===== src/design/specular_cube_map_texel_core_defines.svh =====
// assertion macros shared by the specular cube map texel core
// no dependencies; included by the files that carry assertions
`ifndef SPECULAR_CUBE_MAP_TEXEL_CORE_DEFINES_SVH
`define SPECULAR_CUBE_MAP_TEXEL_CORE_DEFINES_SVH

// same-cycle implication, disabled in reset
`define SCM_ASSERT_IMP(lbl, clk, rst, ante, cons, msg) \
  lbl: assert property (@(posedge clk) disable iff (rst) (ante) |-> (cons)) else $error(msg);

// next-cycle implication, disabled in reset
`define SCM_ASSERT_NXT(lbl, clk, rst, ante, cons, msg) \
  lbl: assert property (@(posedge clk) disable iff (rst) (ante) |=> (cons)) else $error(msg);

`endif


===== src/design/scm_pkg.sv =====
// shared types and constants of the specular cube map texel core
// no dependencies; imported by every module of the core
package scm_pkg;

  // texel coordinate width; face size is 2**COORD_W texels
  localparam int COORD_W    = 7;
  localparam int SHININESS  = 20;
  localparam int POW_STAGES = SHININESS - 1;

  // reciprocal square root: r*r*m <= 2**RSQ_LIM_LOG, one result bit per stage
  localparam int RSQ_BITS    = 16;
  localparam int RSQ_LIM_LOG = 44;
  localparam int RSQ_ACC_W   = 49;
  localparam int RSQ_Q_W     = 32;
  localparam int M_W         = 16;
  localparam logic [M_W-1:0] M_BIAS = 16'h4000;

  localparam logic [24:0] P_CAP = 25'h100_0000;

  // cube faces
  localparam logic [2:0] FACE_NEG_X = 3'd0;
  localparam logic [2:0] FACE_NEG_Y = 3'd1;
  localparam logic [2:0] FACE_NEG_Z = 3'd2;
  localparam logic [2:0] FACE_POS_X = 3'd3;
  localparam logic [2:0] FACE_POS_Y = 3'd4;
  localparam logic [2:0] FACE_POS_Z = 3'd5;

  // register indexes
  localparam logic [2:0] REG_LIGHT_X    = 3'd0;
  localparam logic [2:0] REG_LIGHT_Y    = 3'd1;
  localparam logic [2:0] REG_LIGHT_Z    = 3'd2;
  localparam logic [2:0] REG_GAIN_RED   = 3'd3;
  localparam logic [2:0] REG_GAIN_GREEN = 3'd4;
  localparam logic [2:0] REG_GAIN_BLUE  = 3'd5;

  typedef struct packed {
    logic signed [15:0] light_x;
    logic signed [15:0] light_y;
    logic signed [15:0] light_z;
    logic [8:0]         gain_red;
    logic [8:0]         gain_green;
    logic [8:0]         gain_blue;
  } scm_cfg_t;

  typedef struct packed {
    logic signed [7:0] a;
    logic signed [7:0] b;
    logic [2:0]        face;
  } scm_coord_t;

  typedef struct packed {
    logic                 vld;
    logic [RSQ_ACC_W-1:0] p;
    logic [RSQ_Q_W-1:0]   q;
    logic [RSQ_BITS-1:0]  r;
    logic [M_W-1:0]       m;
    scm_coord_t           crd;
  } scm_rsq_t;

  typedef struct packed {
    logic                vld;
    logic [RSQ_BITS-1:0] r;
    scm_coord_t          crd;
  } scm_norm_t;

  typedef struct packed {
    logic        vld;
    logic        black;
    logic [16:0] d;
  } scm_dot_t;

  typedef struct packed {
    logic        vld;
    logic        black;
    logic [24:0] p;
    logic [16:0] d;
  } scm_pow_t;

  typedef struct packed {
    logic [7:0] blue;
    logic [7:0] green;
    logic [7:0] red;
  } scm_rgb_t;

endpackage


===== src/design/scm_light.sv =====
// scales the normalized texel vector, applies the face mapping and forms the
// dot product with the light direction; depends on scm_pkg
module scm_light (
  input  logic               clk,
  input  logic               rst,
  input  logic               en,
  input  scm_pkg::scm_cfg_t  cfg,
  input  scm_pkg::scm_norm_t in,
  output scm_pkg::scm_dot_t  out
);
  import scm_pkg::*;

  logic signed [16:0] rr;
  logic signed [24:0] sr;
  logic signed [24:0] tr;
  logic signed [24:0] sr_adj;
  logic signed [24:0] tr_adj;
  logic signed [16:0] s;
  logic signed [16:0] t;
  logic signed [16:0] fx;
  logic signed [16:0] fy;
  logic signed [16:0] fz;
  logic               bad_face;

  logic               v1;
  logic               k1;
  logic signed [16:0] fx_q;
  logic signed [16:0] fy_q;
  logic signed [16:0] fz_q;

  logic               v2;
  logic               k2;
  logic signed [32:0] px;
  logic signed [32:0] py;
  logic signed [32:0] pz;
  logic signed [34:0] sum;

  assign rr = $signed({1'b0, in.r});
  assign sr = 25'(in.crd.a) * 25'(rr);
  assign tr = 25'(in.crd.b) * 25'(rr);
  // divide by 128 rounding toward zero
  assign sr_adj = sr + (sr[24] ? 25'sd127 : 25'sd0);
  assign tr_adj = tr + (tr[24] ? 25'sd127 : 25'sd0);
  assign s = sr_adj[23:7];
  assign t = tr_adj[23:7];

  always_comb begin
    bad_face = 1'b0;
    fx = '0;
    fy = '0;
    fz = '0;
    unique case (in.crd.face)
      FACE_NEG_X: begin
        fx = -rr; fy = t;   fz = s;
      end
      FACE_NEG_Y: begin
        fx = s;   fy = -rr; fz = t;
      end
      FACE_NEG_Z: begin
        fx = -s;  fy = t;   fz = -rr;
      end
      FACE_POS_X: begin
        fx = rr;  fy = t;   fz = -s;
      end
      FACE_POS_Y: begin
        fx = s;   fy = rr;  fz = -t;
      end
      FACE_POS_Z: begin
        fx = s;   fy = t;   fz = rr;
      end
      default: begin
        bad_face = 1'b1;
      end
    endcase
  end

  assign sum = 35'(px) + 35'(py) + 35'(pz);

  always_ff @(posedge clk) begin
    if (rst) begin
      v1 <= 1'b0;
      v2 <= 1'b0;
      out.vld <= 1'b0;
    end else if (en) begin
      v1 <= in.vld;
      v2 <= v1;
      out.vld <= v2;
    end
    if (en) begin
      k1   <= bad_face;
      fx_q <= fx;
      fy_q <= fy;
      fz_q <= fz;
      k2   <= k1;
      px   <= 33'(cfg.light_x) * 33'(fx_q);
      py   <= 33'(cfg.light_y) * 33'(fy_q);
      pz   <= 33'(cfg.light_z) * 33'(fz_q);
      // a positive sum stays below 2**32, so q.15 of it fits 17 bits
      out.black <= k2 | (sum <= 35'sd0);
      out.d     <= sum[31:15];
    end
  end

endmodule


===== config.mk =====
export PLATFORM = sky130hd
export DESIGN_NAME = scm_light
export DESIGN_NICKNAME = d
export VERILOG_FILES = /design/src/design/specular_cube_map_texel_core_defines.svh /design/src/design/scm_pkg.sv /design/src/design/scm_light.sv
export SDC_FILE = /design/constraint.sdc
export NUM_CORES = 2
export LEC_CHECK = 0
export BUFFER_PORTS_ARGS = -buffer_cell sky130_fd_sc_hd__buf_2
export CAP_MARGIN = 20
export CORE_ASPECT_RATIO = 0.7
export CORE_MARGIN = 4
export CORE_UTILIZATION = 25
export DETAILED_ROUTE_END_ITERATION = 12
export GPL_TIMING_DRIVEN = 0
export PLACE_DENSITY = 0.36
export SLEW_MARGIN = 30
export SYNTH_ARGS = -nofsm -noshare
export SYNTH_HDL_FRONTEND = slang
export SYNTH_SLANG_ARGS = --single-unit
export TNS_END_PERCENT = 100

===== constraint.sdc =====
create_clock -name clk -period 10.6 [get_ports clk]
set_input_delay 0.53 -clock clk [delete_from_list [all_inputs] [get_ports clk]]
set_output_delay 0.53 -clock clk [all_outputs]
set_load 0.1 [all_outputs]

After elaboration in Yosys (flattened, before gate mapping)
Index checks and enable logic that the tools add are counted.
{ "totals": {"memories": 0, "in_bits": 114, "output_inout_bits": 19, "ff_bits": 173, "latch_bits": 0, "romBits": 0, "word_cells": 42, "ramBits": 0} }
{ "classes": {"add_sub_neg": 7, "bitwise_logic": 1, "n_eq_ne": 5, "div_mod_pow": 0, "reduce_logical": 4, "shifts": 0, "n_lt_le_gt_ge": 1, "muxes": 6, "mul": 5} }
{ "ops": {"columns": ["operator", "n"], "rows": [
  ["case mux 17 bit (6 select lines)", 1],
  ["multiplier 16 x 17 -> 33 bit", 3],
  ["case mux 17 bit (4 select lines)", 1],
  ["case mux 17 bit (3 select lines)", 1],
  ["multiplier 8 x 17 -> 25 bit", 2],
  ["adder 24 x 8 -> 24 bit", 2],
  ["adder 34 x 33 -> 35 bit", 1],
  ["<= comparator 35 x 1 -> 1 bit, second input constant", 1],
  ["adder 33 x 33 -> 34 bit", 1],
  ["negator 17 bit", 2],
  ["negator 16 -> 17 bit", 1],
  ["two-way mux 7 bit", 2],
  ["== test 3 x 2 -> 1 bit, second input constant", 2],
  ["== test 3 bit, second input constant", 2],
  ["OR reduction 6 bit", 1],
  ["OR reduction 4 bit", 1],
  ["== test 3 x 1 -> 1 bit, second input constant", 1],
  ["logical NOT 3 bit", 1],
  ["OR reduction 3 bit", 1],
  ["two-way mux 1 bit", 1],
  ["bitwise OR 1 bit", 1]
]} }

Logic depth before layout (Yosys ltp)
{ "depth": {"ltp_word": 5, "mapped_depth": 31, "ltp_nobuf": 28} }

Worst setup path after synthesis
Ideal clock, no wire load.
{ "synth_path": {"kind": "input-to-reg", "start": "in in[24] in the netlist's numbering", "end": "reg fx_q[16] (data pin)", "arrival_ps": 7447, "n_path_buf": 2, "setup_time_ps": 165, "required_ps": 10435, "slack_ps": 2988, "path_stages": 28, "cell_sequence": "clkbuf_1 clkbuf_1 nand2_1 fa_1 fa_1 inv_1 fa_1 inv_1 fa_1 inv_1 ha_1 o21a_1 a2111oi_4 o21bai_2 o31ai_4 nor3_1 nor3_2 ha_1 a21oi_1 nor4_2 nor2_1 xor2_1 ha_1 and2_1 o2bb2ai_1 a211oi_1 or4_4 o31ai_2"} }
{ "synth_between": {"elab_chain_cells": 5, "elab_cells_between_ends": 6} }
{ "synth_lines": {"columns": ["element", "line_no", "text"], "rows": [
  ["start: declaration", "scm_light.sv:8", "input scm_pkg::scm_norm_t in,"],
  ["multiplier 8 x 17 -> 25 bit", "scm_light.sv:39", "assign sr = 25'(in.crd.a) * 25'(rr);"],
  ["two-way mux 7 bit", "scm_light.sv:42", "assign sr_adj = sr + (sr[24] ? 25'sd127 : 25'sd0);"],
  ["adder 24 x 8 -> 24 bit", "scm_light.sv:42", null],
  ["negator 17 bit", "scm_light.sv:60", "fx = -s; fy = t; fz = -rr;"],
  ["case mux 17 bit (4 select lines) *", "scm_light.sv:52", "unique case (in.crd.face)"],
  ["named net fx[16]", "scm_light.sv:20", "logic signed [16:0] fx;"],
  ["end signal: assignment", "scm_light.sv:91", "fx_q <= fx;"],
  ["end: declaration", "scm_light.sv:27", "logic signed [16:0] fx_q;"]
]} }
The timed path passes the listed nets; every way through them passes the cells marked *.
A chain may end at the register's enable or synchronous reset.

Worst setup path after layout
Same ends and word-level chain as after synthesis.

==> out/metrics.cfg <==
[clock_network]
htreeDepth=4
cts_tree=built
clkSlewWorstSetupHoldPaths_ns=0.08
ctsHoldBuffers=0
post-cts-setup-buffer-count=0
clk_latency_ns=0.52
post_cts_resized=0
cts_buffers=17
root_buffer=clkbuf_16
clkSinkCount=173
clockBufferDepth=2

[placement]
routabilityCongestion=0.876
port_buffers=86
place_hpwl_um=155000

[run]
cap_violations=0

[yosys]
syn_area_um2=51100
synth_seq_cells=173
synth.most_common_cell=inv_1
synth_flop_cell=edfxtp_1
synth_nets=7084
yosysTopAreaCellShare_pct=40.4
synthDistinctLibCells=99
syn_inst=5530
synth_edf_count=170
ys_warn_count=0
syn-mean-instance-area_um2=9.24
ys_seq_area_share_pct=10.1
ys_top_cells_by_count=inv_1, fa_1, nand2_1, and2_1, ha_1
async_flop_share_pct=0
synth_top_cells_by_area=fa_1, ha_1, edfxtp_1, inv_1, and2_1
synth_top_cell_by_area=fa_1

[global_route]
grt_max_degree=68
grt_util_met1_pct=28.3
grt_pass1_wl_um=273000
groute.usage.overall_pct=17.3
grt_busiest_layer=met1
grt.met2_usage_pct=24.1
grt_pass1_vias=40345
use_met3_pct=2.59
grt_overflow=0
antenna_found_initial=22

[timing]
hold_slack_ns=0.211
hold_viol_final=0
drv_slew=0
final.setup_skew_ns=0.0210
max_freq_mhz=100
finalCritPeriodShare_pct=94.2
tightest_slew_ns=1.09
min_period_ns=9.99
setup_viol=0
slew_headroom_pct=26.9
rsz0062_at_grt=no

[critical_path]
worst_path_max_delay_cell=clkbuf_1
crit_required_ns=10.83
critical_path_class=in2reg
path_max_fanout=10
critPathArrivalTime_ns=10.21
crit_path_max_incr_delay_ns=0.74
start_kind=input port
end_kind=register

[drt]
detail_route.iter0.violations=2781
drc=0
drtAntennaViolNets=0
routedWlPerCell_um=21.3
finalWirelength_um=179000
viasPerCell=4.54
vias=38069
first_pass_iters=7

[final_layout]
multi_input_area_um2=40800
drive_gt1_share_pct=3.68
finalNetCount=7192
area_delta_synth_final_pct=8.96
regArea_um2=5160
nFillCells=22008

[outcome]
outcome=finished, final reports clean

[floorplan]
rows=138
die_y_um=386
core_um2=203000
initial_core_util_pct=25.2
ioPinCount=133
fp.dieW_um=548
design.die.area_um2=212000

[min_path]
hp-class=in2reg

-- layout make-up --
| class | instances | area share [%] |
|---|---|---|
| clock inverters | 15 | 0.314 |
| clock buffers | 17 | 0.764 |
| plain buffers | 214 | 1.49 |
| well taps | 2730 | 6.13 |
| multi-input cells | 3980 | 73.2 |
| diodes | 12 | 0.0539 |
| flip-flops and latches | 173 | 9.27 |
| inverters | 1163 | 7.84 |
| repair buffers | 89 | 0.907 |
-- flip-flops by register name, summed over array words and instances (netlist names), 17 cells and up --
signal,flops
fy_q,17
px,33
fx_q,17
pz,33
py,33
out,19
fz_q,17
-- worst paths after layout --
check        depth (start not counted)  startpoint        to  slack [ns]
max                                 29      in[24]  fx_q[16]        0.61
max reg2reg                         25    fy_q[11]    py[32]        2.08
min reg2reg                          0          k1        k2        0.43
min                                  2         rst   out[18]        0.21
-- stage by stage --
stage | cells | TNS [ns] | utilization [%] | cell area (um2) | setup WS (ns)
3_3_place_gp | 8346 | -1.40 | 27.1 | 55000 | -0.400
4_1_cts | 8381 | 0 | 27.5 | 55700 | 0.812
2_1_floorplan | 5530 | 0 | - | 51100 | 2.99
3_5_place_dp | 8349 | 0 | 27.2 | 55100 | 0.253
5_1_grt | 8383 | 0 | 27.5 | 55700 | 0.263
6_report | 8393 | 0 | 27.5 | 55700 | 0.615
-- cells by family (layout without fill, tap and decap cells) --
group,count (synthesis),in the layout,synth area share (%)
buf+inv,1377,1498,10.1
compound gates,644,644,8.67
other cells,0,12,0
xor+xnor,221,221,3.85
flops,173,173,10.1
fa+ha+maj,1440,1440,50.4
simple gates,1657,1657,16.5
mux,18,18,0.374
-- cell usage in the layout (no fill, tap or decap), types with 92 or more instances in the layout --
master / n
and2_1: 516
xnor2_1: 143
o21ai_0: 132
clkbuf_1: 193
nor2_1: 162
a21oi_1: 145
edfxtp_1: 170
ha_1: 408
nand2_1: 615
buf_2: 92
inv_1: 1163
fa_1: 1032
-- layer usage --
metal / up-vias / share of wire [%]
met5: - / 0.0039
met4: 2 / 1.0
met3: 90 / 5.3
met2: 865 / 39
met1: 19667 / 54
li1: 17445 / -
-- critical path: cells and delay by family --
kind,cells,cell delay [ns]
XOR/XNOR,1,0.39
AND/OR/NAND/NOR,6,1.66
AO/OA/AOI/OAI,8,2.67
adder cells (fa/ha/maj),7,3.10
buffers and inverters,7,1.83
Power is left out: the tool's default activity adds up to more than one toggle a clock period on the data nets, which glitch-free logic cannot reach.
