$ cat src/design/specular_cube_map_texel_core_defines.svh
// assertion macros shared by the specular cube map texel core
// no dependencies; included by the files that carry assertions
`ifndef SPECULAR_CUBE_MAP_TEXEL_CORE_DEFINES_SVH
`define SPECULAR_CUBE_MAP_TEXEL_CORE_DEFINES_SVH

// same-cycle implication, disabled in reset
`define SCM_ASSERT_IMP(lbl, clk, rst, ante, cons, msg) \
  lbl: assert property (@(posedge clk) disable iff (rst) (ante) |-> (cons)) else $error(msg);

// next-cycle implication, disabled in reset
`define SCM_ASSERT_NXT(lbl, clk, rst, ante, cons, msg) \
  lbl: assert property (@(posedge clk) disable iff (rst) (ante) |=> (cons)) else $error(msg);

`endif

$ cat src/design/scm_pkg.sv
// shared types and constants of the specular cube map texel core
// no dependencies; imported by every module of the core
package scm_pkg;

  // texel coordinate width; face size is 2**COORD_W texels
  localparam int COORD_W    = 7;
  localparam int SHININESS  = 20;
  localparam int POW_STAGES = SHININESS - 1;

  // reciprocal square root: r*r*m <= 2**RSQ_LIM_LOG, one result bit per stage
  localparam int RSQ_BITS    = 16;
  localparam int RSQ_LIM_LOG = 44;
  localparam int RSQ_ACC_W   = 49;
  localparam int RSQ_Q_W     = 32;
  localparam int M_W         = 16;
  localparam logic [M_W-1:0] M_BIAS = 16'h4000;

  localparam logic [24:0] P_CAP = 25'h100_0000;

  // cube faces
  localparam logic [2:0] FACE_NEG_X = 3'd0;
  localparam logic [2:0] FACE_NEG_Y = 3'd1;
  localparam logic [2:0] FACE_NEG_Z = 3'd2;
  localparam logic [2:0] FACE_POS_X = 3'd3;
  localparam logic [2:0] FACE_POS_Y = 3'd4;
  localparam logic [2:0] FACE_POS_Z = 3'd5;

  // register indexes
  localparam logic [2:0] REG_LIGHT_X    = 3'd0;
  localparam logic [2:0] REG_LIGHT_Y    = 3'd1;
  localparam logic [2:0] REG_LIGHT_Z    = 3'd2;
  localparam logic [2:0] REG_GAIN_RED   = 3'd3;
  localparam logic [2:0] REG_GAIN_GREEN = 3'd4;
  localparam logic [2:0] REG_GAIN_BLUE  = 3'd5;

  typedef struct packed {
    logic signed [15:0] light_x;
    logic signed [15:0] light_y;
    logic signed [15:0] light_z;
    logic [8:0]         gain_red;
    logic [8:0]         gain_green;
    logic [8:0]         gain_blue;
  } scm_cfg_t;

  typedef struct packed {
    logic signed [7:0] a;
    logic signed [7:0] b;
    logic [2:0]        face;
  } scm_coord_t;

  typedef struct packed {
    logic                 vld;
    logic [RSQ_ACC_W-1:0] p;
    logic [RSQ_Q_W-1:0]   q;
    logic [RSQ_BITS-1:0]  r;
    logic [M_W-1:0]       m;
    scm_coord_t           crd;
  } scm_rsq_t;

  typedef struct packed {
    logic                vld;
    logic [RSQ_BITS-1:0] r;
    scm_coord_t          crd;
  } scm_norm_t;

  typedef struct packed {
    logic        vld;
    logic        black;
    logic [16:0] d;
  } scm_dot_t;

  typedef struct packed {
    logic        vld;
    logic        black;
    logic [24:0] p;
    logic [16:0] d;
  } scm_pow_t;

  typedef struct packed {
    logic [7:0] blue;
    logic [7:0] green;
    logic [7:0] red;
  } scm_rgb_t;

endpackage

$ cat src/design/scm_shade.sv
// channel scaling by 255 and gain with saturation, then the output register
// and skid stage; depends on scm_pkg and the core's assertion macros
`include "specular_cube_map_texel_core_defines.svh"

module scm_shade (
  input  logic              clk,
  input  logic              rst,
  input  scm_pkg::scm_cfg_t cfg,
  input  scm_pkg::scm_pow_t in,
  output logic              en,
  output logic              m_valid,
  input  logic              m_ready,
  output scm_pkg::scm_rgb_t m_data
);
  import scm_pkg::*;

  logic        c_vld;
  logic        c_black;
  logic [32:0] p255;
  logic [41:0] prod_r;
  logic [41:0] prod_g;
  logic [41:0] prod_b;
  scm_rgb_t    rgb;
  logic        skid_valid;
  scm_rgb_t    skid_data;
  logic        take;
  logic        out_free;

  function automatic logic [7:0] sat8(input logic [41:0] v);
    logic [18:0] x;
    x = v[41:23];
    return (x > 19'd255) ? 8'hff : x[7:0];
  endfunction

  always_ff @(posedge clk) begin
    if (rst) begin
      c_vld <= 1'b0;
    end else if (en) begin
      c_vld <= in.vld;
    end
  end

  always_ff @(posedge clk) begin
    if (en) begin
      c_black <= in.black;
      p255    <= {in.p, 8'b0} - {8'b0, in.p};
    end
  end

  assign prod_r = 42'(p255) * 42'(cfg.gain_red);
  assign prod_g = 42'(p255) * 42'(cfg.gain_green);
  assign prod_b = 42'(p255) * 42'(cfg.gain_blue);

  always_comb begin
    rgb.red   = c_black ? 8'd0 : sat8(prod_r);
    rgb.green = c_black ? 8'd0 : sat8(prod_g);
    rgb.blue  = c_black ? 8'd0 : sat8(prod_b);
  end

  // pipeline moves while the skid entry is free, so an arriving item always has a slot
  assign en       = ~skid_valid;
  assign take     = c_vld & en;
  assign out_free = ~m_valid | m_ready;

  always_ff @(posedge clk) begin
    if (rst) begin
      m_valid    <= 1'b0;
      skid_valid <= 1'b0;
    end else if (take) begin
      if (out_free) begin
        m_valid <= 1'b1;
      end else begin
        skid_valid <= 1'b1;
      end
    end else if (out_free) begin
      m_valid    <= skid_valid;
      skid_valid <= 1'b0;
    end
  end

  always_ff @(posedge clk) begin
    if (take) begin
      if (out_free) begin
        m_data <= rgb;
      end else begin
        skid_data <= rgb;
      end
    end else if (out_free && skid_valid) begin
      m_data <= skid_data;
    end
  end

  `SCM_ASSERT_IMP(a_skid_behind_out, clk, rst, !m_valid, !skid_valid, "skid holds an item while output is empty")
  `SCM_ASSERT_NXT(a_stall_to_skid, clk, rst, take && !out_free, skid_valid, "item stalled at output was not parked")
  `SCM_ASSERT_NXT(a_skid_drains, clk, rst, skid_valid && m_ready, m_valid && !skid_valid, "skid item not moved to output")

endmodule

$ cat config.mk
export PLATFORM = sky130hd
export DESIGN_NAME = scm_shade
export DESIGN_NICKNAME = d
export VERILOG_FILES = /design/src/design/scm_pkg.sv /design/src/design/scm_shade.sv
export VERILOG_INCLUDE_DIRS = /design/src /design/src/design
export SDC_FILE = /design/constraint.sdc
export NUM_CORES = 2
export LEC_CHECK = 0
export BUFFER_PORTS_ARGS = -buffer_cell sky130_fd_sc_hd__buf_2
export CAP_MARGIN = 20
export CELL_PAD_IN_SITES_DETAIL_PLACEMENT = 0
export CELL_PAD_IN_SITES_GLOBAL_PLACEMENT = 1
export CORE_MARGIN = 1.5
export CORE_UTILIZATION = 32
export DETAILED_ROUTE_END_ITERATION = 6
export GPL_ROUTABILITY_DRIVEN = 0
export PLACE_DENSITY = 0.54
export SETUP_SLACK_MARGIN = 0.02
export SLEW_MARGIN = 10
export SYNTH_ARGS = -nofsm -noshare
export SYNTH_HDL_FRONTEND = slang
export SYNTH_SLANG_ARGS = --single-unit
$ cat constraint.sdc
create_clock -name clk -period 21 [get_ports clk]
set_clock_uncertainty 0.1 [all_clocks]
set_input_delay 4.2 -clock clk [delete_from_list [all_inputs] [get_ports clk]]
set_output_delay 4.2 -clock clk [all_outputs]
set_load 0.05 [all_outputs]
# Word-level counts from Yosys, hierarchy flattened
# Index checks and enable logic that the tools add are counted.
dict set report word_totals {
  ff_bits 85
  out_inout_bits 26
  word_cells 46
}
dict set report op_classes {
  addsub 1
  multipliers 3
  n_lt_le_gt_ge 3
  eq_ne 2
  n_mux 15
  bitwise 5
  n_reduce_logical 6
}
# operator count
set ops {}
lappend ops {{multiplier 33 x 9 -> 42 bit} 3}
lappend ops {{2-to-1 mux 24 bit} 3}
lappend ops {{> comparator 19 x 8 -> 1 bit, second input constant} 3}
lappend ops {{2-to-1 mux 8 bit} 6}
lappend ops {{subtractor 33 x 25 -> 33 bit} 1}
lappend ops {{2-to-1 mux 1 bit} 6}
lappend ops {{AND reduction 2 bit} 3}
lappend ops {{nonzero test 2 bit} 2}
lappend ops {{inverter 1 bit} 3}
lappend ops {{inequality test 2 x 1 -> 1 bit, second input constant} 1}
lappend ops {{inequality test 2 bit, second input constant} 1}
lappend ops {{AND 1 bit} 1}
lappend ops {{logical AND 1 bit} 1}
lappend ops {{bitwise OR 1 bit} 1}

# Depth between registers and ports, before layout
dict set report depth {
  depth_word 6
  depth_mapped 23
  mapped_depth_nobuf 19
}

# Worst setup path before layout
# Ideal clock, no wire load.
dict set report synth_timing {
  kind {input to register}
  from {input port cfg[9] (netlist bit)}
  to {register m_data[10] (netlist bit) (data pin)}
  setup_time_ps 285
  arrival_ps 9334
  t_required_ps 20615
  slack_ps 11281
  path_stages 19
  path_buffers 1
  cell_sequence {clkbuf_1 nand2_1 fa_1 inv_1 fa_1 fa_1 inv_1 fa_1 inv_1 ha_1 a21oi_2 o21ai_1 a311oi_2 o2111ai_2 a2111oi_2 nor3_1 or4_4 o41ai_4 o211ai_1}
}
dict set report synth_between {
  elab_chain_cells 6
}
# element line_no
set synth_lines {}
lappend synth_lines {{from (decl)} scm_shade.sv:8} ;# input scm_pkg::scm_cfg_t cfg,
lappend synth_lines {{multiplier 33 x 9 -> 42 bit *} scm_shade.sv:51} ;# assign prod_g = 42'(p255) * 42'(cfg.gain_green);
lappend synth_lines {{> comparator 19 x 8 -> 1 bit} scm_shade.sv:32} ;# return (x > 19'd255) ? 8'hff : x[7:0];
lappend synth_lines {{2-to-1 mux 8 bit *} scm_shade.sv:32}
lappend synth_lines {{2-to-1 mux 8 bit *} scm_shade.sv:56} ;# rgb.green = c_black ? 8'd0 : sat8(prod_g);
lappend synth_lines {{2-to-1 mux 24 bit *} scm_shade.sv:83} ;# if (out_free) begin
lappend synth_lines {{2-to-1 mux 24 bit *} scm_shade.sv:82} ;# if (take) begin
lappend synth_lines {{to (signal assigned)} scm_shade.sv:84} ;# m_data <= rgb;
lappend synth_lines {{to (signal assigned)} scm_shade.sv:89} ;# m_data <= skid_data;
lappend synth_lines {{to (decl)} scm_shade.sv:13} ;# output scm_pkg::scm_rgb_t m_data
# Every way passes the cells marked *; elsewhere a longest branch is shown, timed or not. The select of a mux whose other input is x is not followed.
# A chain may end at the register's enable or synchronous reset.

# Worst setup path in the final report
dict set report layout_timing {
  from {input port cfg[18] (netlist bit)}
  to {register m_data[5] (netlist bit) (data pin)}
}
dict set report layout_between {
  elab_chain_cells 6
}
# element line_no
set layout_lines {}
lappend layout_lines {{multiplier 33 x 9 -> 42 bit *} scm_shade.sv:50} ;# assign prod_r = 42'(p255) * 42'(cfg.gain_red);
lappend layout_lines {{> comparator 19 x 8 -> 1 bit} scm_shade.sv:32}
lappend layout_lines {{2-to-1 mux 8 bit *} scm_shade.sv:32}
lappend layout_lines {{2-to-1 mux 8 bit *} scm_shade.sv:55} ;# rgb.red = c_black ? 8'd0 : sat8(prod_r);
lappend layout_lines {{2-to-1 mux 24 bit *} scm_shade.sv:83}
lappend layout_lines {{2-to-1 mux 24 bit *} scm_shade.sv:82}
# Marked as above.

==> metrics <==
GRT Util Overall=19.7%; final number of max-transition violations=0; Avg WL per Cell=19.6 µm; top post-synthesis cells by count=730 x inv_1, 651 x fa_1, 528 x and2_1; DRT iter0 DRCs=1367; initial antenna violation count=8; CTS tree=built; Final Hold Vio Count=0; Crit path required time=approximately 21 ns; Worst-Skew Late Latency=a little under 0.4 ns; sequential fraction of the synthesis area=7.97%; CTS Buf Count=9; Worst Setup End Kind=register; Max Cap Violations=0; status=complete, no violations; asr flop ratio synth=0%; WP data arrival=10.86 ns; CP Launch Type=input port; Hold Buf Count CTS=0; most common cell in the netlist=inv_1; mapped cell area=between 30000 and 40000 µm²; DR DRC count=0; EDFF count, synth=82; clock root cell=clkbuf_16; largest cells by area after synthesis=fa_1 41%, and2_1 10%, inv_1 8.7%, edfxtp_1 7.8%, ha_1 7.6%; drt via density=4.93; I/O Buffers=82; Mean Syn Cell Area=8.67 µm²; Die H=roughly 320 µm; predominant post-synthesis flop cell=edfxtp_1; Mapped Cells=3653; first-pass GRT wire length=154000 µm; flop2flop setup slack=13.31 ns; Slew Limit Headroom=30.3%; Yosys cell types=between 70 and 80; DP Worst Slack=just under 10 ns; clock-pin slew on the worst setup and hold paths=about 0.080 ns; crit path setup slack, layout=10.12 ns; Final Setup Violations=0; FF-to-FF path depth=19; Yosys top cell area share=41.2%; f_max=91.9 MHz; layout cells sized above 1=4.60%; final wirelength=96200 µm; Boundary Pins=148; final worst path period share=51.8%; routed via count=24200; hold worst-path end=c_vld$_SDFFE_PP0N_; DP Wirelength=70300 µm; setup tns final=0 ns; num rows=between 100 and 150; nets=4573; # Post-CTS Setup Buffers=0; Synthesized Nets=4619; Hold Crit Class=reg -> reg; Die Area=101000 µm²; First-pass DRT Iterations=5; cell accounting for the most synthesized area=fa_1; min Tclk post-route=10.88 ns; vias in the first global route=26100; reg-to-reg endpoint=m_data[5]$_DFFE_PP_; Yosys warning count=0; H-Tree Depth=3; initial core utilization=32.2%; Worst-Margin Slew=1.04 ns; Critical Setup Path Class=in -> reg; CORE AREA=98300 µm²; R2R Path Start=p255[8]$_DFFE_PN_; WHS Path Cells=2; CTS Sinks=85; RSZ-0062 raised after global routing=false; Die Span X=318 µm; Routed Antenna Nets=0; Synth Register Bits=85; synth-to-layout area growth=6.16%; post-cts sizing count=0; CP max FO=32; grt total ovfl=0; largest net degree at the start of global routing=36; Worst Hold Launch=c_vld$_SDFFE_PP0N_; Max clock buf depth=2
placed cells by master, fill, tap and decap left out, types with 23 or more instances in the layout:
cell type	synthesis	layout
nand2_1	464	464
a31oi_1	36	36
inv_1	730	730
nor2_1	91	90
nand4_1	27	27
xnor2_1	39	39
nand3_1	32	32
and2_1	528	528
edfxtp_1	82	82
a21oi_1	139	139
o21ai_0	90	90
ha_1	193	193
buf_2	4	82
buf_4	3	42
nor3_1	38	38
a211oi_1	26	26
o211ai_1	23	23
fa_1	651	651
xor2_1	24	24
a21o_1	41	41
cell families after synthesis:
| family | synth area share (%) |
|---|---|
| flip-flops | 7.97 |
| AND/OR/NAND/NOR | 20.5 |
| adder cells (fa/ha/maj) | 48.8 |
| AO/OA/AOI/OAI | 10.0 |
| buffers and inverters | 10.9 |
| XOR/XNOR | 1.74 |
| multiplexers | 0.126 |
registers in the layout, indices dropped and copies added (netlist names):
signal	cells
p255	33
m_valid	1
skid_data	24
m_data	24
c_vld	1
c_black	1
skid_valid	1
stage by stage:
step,utilization (%),cell area [µm²],cells,hold WS [ns]
6_report,34.2,33600,4901,0.470
5_1_grt,34.2,33600,4899,0.510
4_1_cts,34.2,33600,4898,0.473
3_5_place_dp,33.9,33300,4882,0.462
3_3_place_gp,33.9,33300,4882,0.445
2_1_floorplan,-,31700,3653,0.397
worst max-delay path by stage:
stage | endpoint | start | slack (ns) | cells past startpoint
5_1_grt | m_data[5]$_DFFE_PP_ | cfg[18] | 9.77 | 19
3_3_place_gp | m_data[5]$_DFFE_PP_ | cfg[18] | 9.73 | 19
3_5_place_dp | m_data[5]$_DFFE_PP_ | cfg[19] | 9.77 | 19
6_report | m_data[5]$_DFFE_PP_ | cfg[18] | 10.12 | 19
2_1_floorplan | m_data[10]$_DFFE_PP_ | cfg[9] | 11.28 | 19
4_1_cts | m_data[5]$_DFFE_PP_ | cfg[19] | 10.17 | 19
worst max-delay path, stage by stage:
cell       delay [ns]
buf_2            0.60
nand2_1          0.17
fa_1             0.56
inv_1            0.05
fa_1             0.48
fa_1             0.54
inv_1            0.05
fa_1             0.47
inv_1            0.04
ha_1             0.33
nand2_1          0.19
a21oi_1          0.20
o21ai_0          0.13
o211ai_1         0.47
a41oi_1          0.26
or4b_1           0.56
a2111oi_0        0.53
and4b_1          0.74
a31oi_1          0.27
layout make-up:
class / instances / area [µm²]
Inverter: 731 / 2740
Tap cell: 1287 / 1610
Multi-Input combinational cell: 2655 / 25700
Timing Repair Buffer: 125 / 731
Clock inverter: 7 / 78.8
Clock buffer: 9 / 225
Fill cell: 10500 / 64700
Sequential cell: 85 / 2520
Antenna cell: 2 / 5.00
metal layers:
layer	track usage [%]	share of wire, %	up-vias
met5	0	0.016	-
met4	4.68	2.6	2
met3	2.86	4.8	74
met2	32.2	46	408
met1	27.4	47	12500
li1	-	-	11200
Power is left out: the tool's default activity adds up to more than one toggle a clock period on the data nets, which glitch-free logic cannot reach.
